File: config.mk
export PLATFORM = sky130hd
export DESIGN_NAME = vector_element_float_converter_unit
export DESIGN_NICKNAME = d
export VERILOG_FILES = /design/src/rtl/vefc_pkg.sv /design/src/rtl/vefc_to_single.sv /design/src/rtl/vefc_narrow.sv /design/src/rtl/vector_element_float_converter_unit.sv
export SDC_FILE = /design/constraint.sdc
export NUM_CORES = 1
export LEC_CHECK = 0
export BUFFER_PORTS_ARGS = -buffer_cell sky130_fd_sc_hd__buf_4
export CAP_MARGIN = 0
export CORE_ASPECT_RATIO = 0.8
export CORE_MARGIN = 2
export CORE_UTILIZATION = 30
export DETAILED_ROUTE_END_ITERATION = 12
export PLACE_DENSITY_LB_ADDON = 0.15
export SLEW_MARGIN = 20
export SYNTH_ARGS = -nofsm -noshare
export SYNTH_HDL_FRONTEND = slang
export SYNTH_SLANG_ARGS = --single-unit
File: constraint.sdc
create_clock -name clock -period 16.3 [get_ports clock]
set_input_delay 4.075 -clock clock [delete_from_list [all_inputs] [get_ports clock]]
set_output_delay 4.075 -clock clock [all_outputs]
set_load 0.03 [all_outputs]
File: src/rtl/vefc_pkg.sv
// ---------------------------------------------------------------------------
// vefc_pkg
// Shared types and constants for the vector element float converter.
// ---------------------------------------------------------------------------
package vefc_pkg;

   typedef enum logic [1:0] {
      ELEM_F32  = 2'd0,
      ELEM_F64  = 2'd1,
      ELEM_F16  = 2'd2,
      ELEM_BF16 = 2'd3
   } elem_type;

   localparam logic [31:0] F32_SIGN     = 32'h8000_0000;
   localparam logic [31:0] F32_INF      = 32'h7F80_0000;
   localparam logic [31:0] HALF_INF_POS = 32'd31 << 23;
   localparam logic [31:0] HALF_TRUNC   = ~32'hFFF;
   localparam logic [31:0] BF16_HALF    = 32'h0000_7FFF;

   // Single-precision result of stage one, before its rounding increment.
   typedef struct packed {
      logic [63:0] raw;
      logic [1:0]  etype;
      logic        sign;
      logic        special;   // result fixed: NaN, inf or zero
      logic [31:0] fixed_val;
      logic [23:0] q;         // truncated magnitude (one extra bit for overflow)
      logic        round_up;
   } s1_data_type;

   typedef struct packed {
      logic [63:0] raw;
      logic [1:0]  etype;
      logic [31:0] single;
   } s2_data_type;

endpackage

File: src/rtl/vefc_to_single.sv
// ---------------------------------------------------------------------------
// vefc_to_single
// Two stages: align and sticky, then round to nearest even and saturate.
// ---------------------------------------------------------------------------
module vefc_to_single (
   input  logic                      clock,
   input  logic                      reset,
   input  logic                      advance,
   input  logic                      in_valid,
   input  logic [63:0]               in_raw,
   input  logic [1:0]                in_etype,
   output logic                      out_valid,
   output vefc_pkg::s2_data_type     out_data
);
   import vefc_pkg::*;

   logic        v1_ff, v1_in, v2_ff, v2_in;
   s1_data_type d1_ff, d1_in;
   s2_data_type d2_ff, d2_in;

   logic [10:0] ex;
   logic [51:0] frac;
   logic [52:0] mant;
   logic [11:0] sh;
   logic [5:0]  sh6;
   logic [52:0] q_full;
   logic [52:0] rem_mask;
   logic [52:0] rem;
   logic [52:0] half_bit;
   logic        gt_half, eq_half;
   logic [24:0] q_sum;

   always_comb begin
      ex   = in_raw[62:52];
      frac = in_raw[51:0];
      mant = {1'b1, frac};
      d1_in = '0;
      d1_in.raw   = in_raw;
      d1_in.etype = in_etype;
      d1_in.sign  = in_raw[63];
      sh  = 12'd926 - {1'b0, ex};
      sh6 = sh[5:0];
      q_full = '0; rem = '0; half_bit = '0; rem_mask = '0;
      gt_half = 1'b0; eq_half = 1'b0;
      if (ex == 11'h7FF) begin
         d1_in.special = 1'b1;
         d1_in.fixed_val = (frac == '0) ? F32_INF
                                        : (F32_INF | 32'h0040_0000 | {9'd0, frac[51:29]});
      end else if (ex == 11'd0) begin
         d1_in.special = 1'b1;
      end else if (ex >= 11'd1151) begin
         d1_in.special = 1'b1;
         d1_in.fixed_val = F32_INF;
      end else if (ex >= 11'd897) begin
         // normal single: magnitude travels in norm_mag, round on the low 29 bits
         gt_half = frac[28] && (frac[27:0] != '0);
         eq_half = frac[28] && (frac[27:0] == '0);
         d1_in.round_up = gt_half || (eq_half && frac[29]);
      end else if (sh >= 12'd54) begin
         d1_in.special = 1'b1;   // shift of 54 or more: all bits dropped, below half
      end else begin
         q_full   = mant >> sh6;
         rem_mask = (53'd1 << sh6) - 53'd1;
         rem      = mant & rem_mask;
         half_bit = 53'd1 << (sh6 - 6'd1);
         gt_half  = rem > half_bit;
         eq_half  = rem == half_bit;
         d1_in.q  = q_full[23:0];
         d1_in.round_up = gt_half || (eq_half && q_full[0]);
      end
   end

   // Normal path carries its 31-bit truncated magnitude separately.
   logic [30:0] norm_mag_ff, norm_mag_in;
   logic        is_norm_ff, is_norm_in;
   always_comb begin
      is_norm_in  = (ex != 11'h7FF) && (ex < 11'd1151) && (ex >= 11'd897);
      norm_mag_in = {ex[7:0] - 8'd128, frac[51:29]};
   end

   always_comb begin
      logic [31:0] mag;
      mag = '0;
      q_sum = '0;
      if (is_norm_ff) begin
         mag = {1'b0, norm_mag_ff} + {31'd0, d1_ff.round_up};
      end else begin
         q_sum = {1'b0, d1_ff.q} + {24'd0, d1_ff.round_up};
         mag = {7'd0, q_sum};
      end
      d2_in.raw   = d1_ff.raw;
      d2_in.etype = d1_ff.etype;
      if (d1_ff.special) begin
         d2_in.single = {d1_ff.sign, 31'd0} | d1_ff.fixed_val;
      end else if (mag >= F32_INF) begin
         d2_in.single = {d1_ff.sign, 31'd0} | F32_INF;
      end else begin
         d2_in.single = {d1_ff.sign, mag[30:0]};
      end
   end

   assign v1_in = in_valid;
   assign v2_in = v1_ff;

   always_ff @(posedge clock) begin
      if (reset) begin
         v1_ff <= 1'b0;
         v2_ff <= 1'b0;
      end else if (advance) begin
         v1_ff <= v1_in;
         v2_ff <= v2_in;
      end
   end

   always_ff @(posedge clock) begin
      if (advance) begin
         d1_ff       <= d1_in;
         norm_mag_ff <= norm_mag_in;
         is_norm_ff  <= is_norm_in;
         d2_ff       <= d2_in;
      end
   end

   assign out_valid = v2_ff;
   assign out_data  = d2_ff;

endmodule

File: src/rtl/vefc_narrow.sv
// ---------------------------------------------------------------------------
// vefc_narrow
// Third stage: half and bfloat16 narrowing and final result selection.
// ---------------------------------------------------------------------------
module vefc_narrow (
   input  logic                      clock,
   input  logic                      reset,
   input  logic                      advance,
   input  logic                      in_valid,
   input  vefc_pkg::s2_data_type     in_data,
   output logic                      out_valid,
   output logic [63:0]               out_bits,
   output logic [3:0]                out_bytes
);
   import vefc_pkg::*;

   logic        v_ff;
   logic [63:0] bits_ff, bits_in;
   logic [3:0]  bytes_ff, bytes_in;

   logic [31:0] f, sgn, x, scaled, h, bf, m;
   logic [7:0]  e, eff;
   logic [4:0]  sh;
   logic [31:0] q, rem, halfb;
   logic [15:0] half_res;

   always_comb begin
      f   = in_data.single;
      sgn = f & F32_SIGN;
      x   = (f ^ sgn) & HALF_TRUNC;
      e   = x[30:23];
      m   = {8'd0, 1'b0, x[22:0]};
      eff = e;
      q = '0; rem = '0; halfb = '0; sh = '0;
      if (e == 8'd255) begin
         scaled = F32_INF;
      end else if (e >= 8'd113) begin
         scaled = x - (32'd112 << 23);
      end else begin
         if (e != 8'd0) m[23] = 1'b1; else eff = 8'd1;
         // shift is 1..112; anything past 24 leaves nothing
         if ((8'd113 - eff) > 8'd25) begin
            scaled = '0;
         end else begin
            sh    = 5'((8'd113 - eff));
            q     = m >> sh;
            rem   = m & ((32'd1 << sh) - 32'd1);
            halfb = 32'd1 << (sh - 5'd1);
            scaled = q + {31'd0, (rem > halfb) || ((rem == halfb) && q[0])};
         end
      end
      h = scaled - HALF_TRUNC;
      if (h > HALF_INF_POS) h = HALF_INF_POS;
      half_res = h[28:13] | sgn[31:16];
      bf = f + {31'd0, f[16]} + BF16_HALF;
      unique case (elem_type'(in_data.etype))
         ELEM_F64: begin
            bits_in = in_data.raw; bytes_in = 4'd8;
         end
         ELEM_F16: begin
            bits_in = {48'd0, half_res}; bytes_in = 4'd2;
         end
         ELEM_BF16: begin
            bits_in = {48'd0, bf[31:16]}; bytes_in = 4'd2;
         end
         default: begin
            bits_in = {32'd0, f}; bytes_in = 4'd4;
         end
      endcase
   end

   always_ff @(posedge clock) begin
      if (reset) begin
         v_ff <= 1'b0;
      end else if (advance) begin
         v_ff <= in_valid;
      end
   end

   always_ff @(posedge clock) begin
      if (advance) begin
         bits_ff  <= bits_in;
         bytes_ff <= bytes_in;
      end
   end

   assign out_valid = v_ff;
   assign out_bits  = bits_ff;
   assign out_bytes = bytes_ff;

endmodule

File: src/rtl/vector_element_float_converter_unit.sv
// ---------------------------------------------------------------------------
// vector_element_float_converter_unit
// Converts IEEE doubles to float32, float64, float16 or bfloat16 elements.
// ---------------------------------------------------------------------------
// One beat is accepted per cycle while req_stall is low, and its result
// leaves through three register stages (align, round to single, narrow).
// A stalled result (rsp_valid with rsp_stall) freezes the whole pipeline,
// and stalls the request side in the same cycle. Write csr_ only while idle.
module vector_element_float_converter_unit (
   input  logic        clock,
   input  logic        reset,
   input  logic        csr_write_enable,
   input  logic [1:0]  csr_write_data,
   input  logic        req_valid,
   output logic        req_stall,
   input  logic [63:0] req_value_bits,
   output logic        rsp_valid,
   input  logic        rsp_stall,
   output logic [63:0] rsp_encoded_bits,
   output logic [3:0]  rsp_element_bytes
);
   import vefc_pkg::*;

   logic [1:0]  etype_ff;
   logic        advance;
   logic        mid_valid;
   s2_data_type mid_data;

   // advance when the output slot is free or being drained
   assign advance   = !(rsp_valid && rsp_stall);
   assign req_stall = !advance;

   always_ff @(posedge clock) begin
      if (reset) begin
         etype_ff <= ELEM_F32;
      end else if (csr_write_enable) begin
         etype_ff <= csr_write_data;
      end
   end

   vefc_to_single u_single (
      .clock     (clock),
      .reset     (reset),
      .advance   (advance),
      .in_valid  (req_valid),
      .in_raw    (req_value_bits),
      .in_etype  (etype_ff),
      .out_valid (mid_valid),
      .out_data  (mid_data)
   );

   vefc_narrow u_narrow (
      .clock     (clock),
      .reset     (reset),
      .advance   (advance),
      .in_valid  (mid_valid),
      .in_data   (mid_data),
      .out_valid (rsp_valid),
      .out_bits  (rsp_encoded_bits),
      .out_bytes (rsp_element_bytes)
   );

   assert property (@(posedge clock) disable iff (reset)
      rsp_valid && rsp_stall |=> rsp_valid && $stable(rsp_encoded_bits))
      else $error("held result changed");
   assert property (@(posedge clock) disable iff (reset)
      rsp_valid |-> rsp_element_bytes == 4'd2 || rsp_element_bytes == 4'd4
                    || rsp_element_bytes == 4'd8)
      else $error("bad element size");
   assert property (@(posedge clock) disable iff (reset)
      rsp_valid && rsp_element_bytes != 4'd8 |-> rsp_encoded_bits[63:32] == '0)
      else $error("upper bits set");

endmodule

==> flow_summary.json <==
{
  "synth_top_family_by_area": "simple AND/OR/NAND/NOR gates",
  "worstPathArrival_ns": 11.63,
  "grt.overflow.total": 0,
  "fmax_ghz": 0.08836,
  "die_h_um": 242.3,
  "p_leak_nw": 9.036,
  "cts-buffers-inserted": 36,
  "clkTransAtPathRegs_ns": 0.05,
  "r2r_slack_ns": 7.01,
  "core_area_um2": 70320,
  "synthMuxAreaShare_pct": 8.948,
  "slew_headroom_pct": 26.80,
  "cts_resized": 0,
  "multi_input_area_um2": 12130,
  "seq_area_frac_synth_pct": 40.23,
  "grt_use_total_pct": 21.92,
  "setup-violations-final": 0,
  "grt_max_degree": 80,
  "fin_nets": 2472,
  "ys_types": 96,
  "synthSimpleGateAreaFrac_pct": 21.93,
  "place_congestion": 0.9490,
  "power_density_nw_per_um2": 101.5,
  "viasPerCell": 5.723,
  "synth_xor_area_share_pct": 5.058,
  "die_w_um": 301.9,
  "grt_pass1_vias": 17920,
  "rsz0062_at_grt": "no",
  "area_growth_pct": 14.71,
  "num_vias": 18750,
  "start_util_pct": 30.29,
  "crit_path_max_incr_delay_ns": 0.84,
  "first_pass_iters": 5,
  "cts_setup_buffers": 0,
  "rows": 87,
  "min_period_ns": 11.32,
  "ys_async_sr_fraction_pct": 0,
  "finClkSkew_ns": 0.02059,
  "drc": 0,
  "tns_ns": 0,
  "clock-root-buffer": "clkbuf_16",
  "post_drt_wl_per_cell_um": 25.14,
  "cp-start-kind": "input port",
  "boundaryPins": 141,
  "cpMaxStageDelayCell": "a2111oi_1",
  "period_share_pct": 69.43,
  "yosys.area_share.adder_pct": 5.170,
  "cts_tree": "done",
  "cts_max_level": 2,
  "nFillCells": 7287,
  "clk_latency_ns": 0.56,
  "routed_wl_um": 82370,
  "worst-path-buf-inv": 2,
  "grt_first_pass_wirelength_um": 120900,
  "netlist_instances": 2249,
  "cp_common_cell": "nor2_1",
  "crit_path_end_kind": "flop",
  "layout-drive-gt1-share_pct": 13.98,
  "synth_edf_count": 282,
  "maxCapViolations": 0,
  "yosys_warnings": 0,
  "dp_cells": 3209,
  "hpwl_um": 61040,
  "die-area_um2": 73150,
  "tightest_slew_ns": 1.098,
  "cts_hold_buffers": 0,
  "drv_slew": 0,
  "ys_seq_elements": 287,
  "cp_top_family": "simple AND/OR/NAND/NOR gates",
  "crit_required_ns": 16.61,
  "worst-setup-path-type": "in2reg",
  "syn-cell-area_um2": 21300,
  "drt-initial-drc-count": 1952,
  "status": "finished, final reports clean",
  "ir_drop_uv": 61.99,
  "avgSynthCellArea_um2": 9.469,
  "final-seq-area_um2": 8568,
  "numPortBuffers": 139,
  "cp_cell_sequence": "buf_6 > clkinv_1 > ha_2 > o22ai_1 > nand2_1 > a2111oi_1 > or4b_2 > a21oi_2 > nand2_1 > or3_1 > nor2_1 > mux2i_1 > nand2_1 > a21boi_0 > ha_1 > nand4_1 > nor2_1 > nand4_1 > or4_1 > nor2_1 > nor2_1 > o22a_1",
  "holdWs_ns": 0.4174,
  "cp_max_fo": 66,
  "total_power_mw": 2.480,
  "ant_nets": 0,
  "synth_top_flop_cell": "edfxtp_1",
  "clk_path_buf_depth": 3,
  "final_util_pct": 34.74,
  "fin_cells": 3276,
  "clock_sinks": 287,
  "syn_nets": 2408,
  "final-hold-violation-count": 0,
  "synth_compound_area_share_pct": 15.43,
  "antenna_found_initial": 7,
  "hp-class": "reg2reg"
}
-- registers in the layout, summed over array words and instances, names as in the netlist --
signal and flops:
u_single.out_data 97, u_single.d1_ff 86, u_narrow.out_bits 64, u_single.norm_mag_ff 31
u_narrow.out_bytes 3, etype_ff 2, u_narrow.out_valid 1, u_single.is_norm_ff 1
u_single.out_valid 1, u_single.v1_ff 1
-- cell type report --
class                   instances  area share [%]
diodes                          3         0.03073
clock buffers                  44           3.811
clock inverters                20          0.9937
inverters                      26          0.3995
multi-input cells            1792           49.67
flip-flops and latches        287           35.07
well taps                     934           4.784
repair buffers                170           5.240
-- metal layers --
| layer | global-route usage [%] | wire (µm) | part of all wire, % | up-vias |
|---|---|---|---|---|
| met5 | 0 | 0 | 0 | - |
| met4 | 6.159 | 2116 | 2.6 | 0 |
| met3 | 2.950 | 5755 | 7.0 | 96 |
| met2 | 32.52 | 35560 | 43 | 810 |
| met1 | 33.02 | 38940 | 47 | 9288 |
| li1 | - | - | - | 8554 |
-- where the power goes --
part,internal (mW),switching (mW)
clock,0.476,0.330
combinational,0.262,0.487
sequential,0.874,0.0516
total,1.61,0.869
-- worst reg2reg max path, delay by kind of cell, from the launching register on --
family / cells / cell delay, ns
and+or+nand+nor: 16 / 3.51
AOI/OAI and AO/OA: 10 / 1.96
adders and majority gates: 5 / 1.50
DFF: 1 / 0.80
buffers and inverters: 2 / 0.54
muxes: 1 / 0.54
xor gates and xnor gates: 1 / 0.19
-- logic make-up after synthesis --
group	Yosys count
fa+ha+maj	88
buf+inv	170
flops	287
mux	123
xor+xnor	123
other cells	1
compound gates	495
simple gates	962
-- path summary, 6_finish.rpt --
kind | startpoint | endpoint | cells past startpoint
setup reg to reg | u_single.out_data[25]$_DFFE_PN_ | u_narrow.out_bits[10]$_DFFE_PN_ | 35
setup / recovery | req_value_bits[52] | u_single.d1_ff[0]$_SDFFCE_PP0N_ | 22
hold reg to reg | u_single.d1_ff[59]$_DFFE_PN_ | u_single.out_data[32]$_DFFE_PN_ | 0
hold / removal | u_single.d1_ff[59]$_DFFE_PN_ | u_single.out_data[32]$_DFFE_PN_ | 0
-- cells in the final DEF, fill, tap and decap left out, types with 28 or more instances in the layout --
cell type / n
a21oi_1: 124
nand4_1: 40
nor2_1: 204
mux2i_1: 62
buf_4: 169
o21ai_0: 112
nor2b_1: 28
xor2_1: 46
nor3_1: 35
clkbuf_16: 36
nand2_1: 303
mux4_2: 50
nand3_1: 117
edfxtp_1: 282
ha_1: 87
xnor2_1: 71
and2_1: 99
and3_1: 29
-- synthesized netlist by cell type (all sizes together) (5+ instances only) --
library cell	instances	area [µm²]
o31ai	11	101.3
a221oi	7	78.83
nor2	206	773.2
nand2b	18	112.6
o21ai	127	658.1
mux4	52	1179
or3	10	62.56
dfxtp	5	100.1
xnor2	74	648.1
a22oi	9	67.56
edfxtp	282	8468
mux2i	64	648.1
mux2	7	78.83
o2111ai	5	43.79
a32oi	5	43.79
and3	29	181.4
buf	41	200.2
o22ai	24	150.1
nand2	304	1141
nor3	38	205.2
or2	8	52.55
xor2	49	429.2
a31oi	18	112.6
inv	24	90.08
a21oi	125	629.4
a22o	22	192.7
nor4	25	162.6
and2	99	619.3
o32ai	7	80.08
ha	88	1101
and4	8	70.07
nor3b	9	67.56
o211ai	19	142.6
a21boi	10	75.07
nor2b	28	175.2
nand3	117	585.6
o21a	14	105.1
nand4	41	262.8
a311oi	5	43.79
a21o	13	97.59
a211oi	24	180.2
o311ai	5	43.80
or4	6	48.80
clkbuf	103	386.6
-- metrics by stage --
step	instance area (µm²)	worst slack (ns)
finish	24430	4.983
global route	24420	4.460
floorplan	21300	0.4640
CTS	24410	4.546
detailed placement	23240	4.023
global placement	23240	4.133
Power figures use the tool's default switching activity.
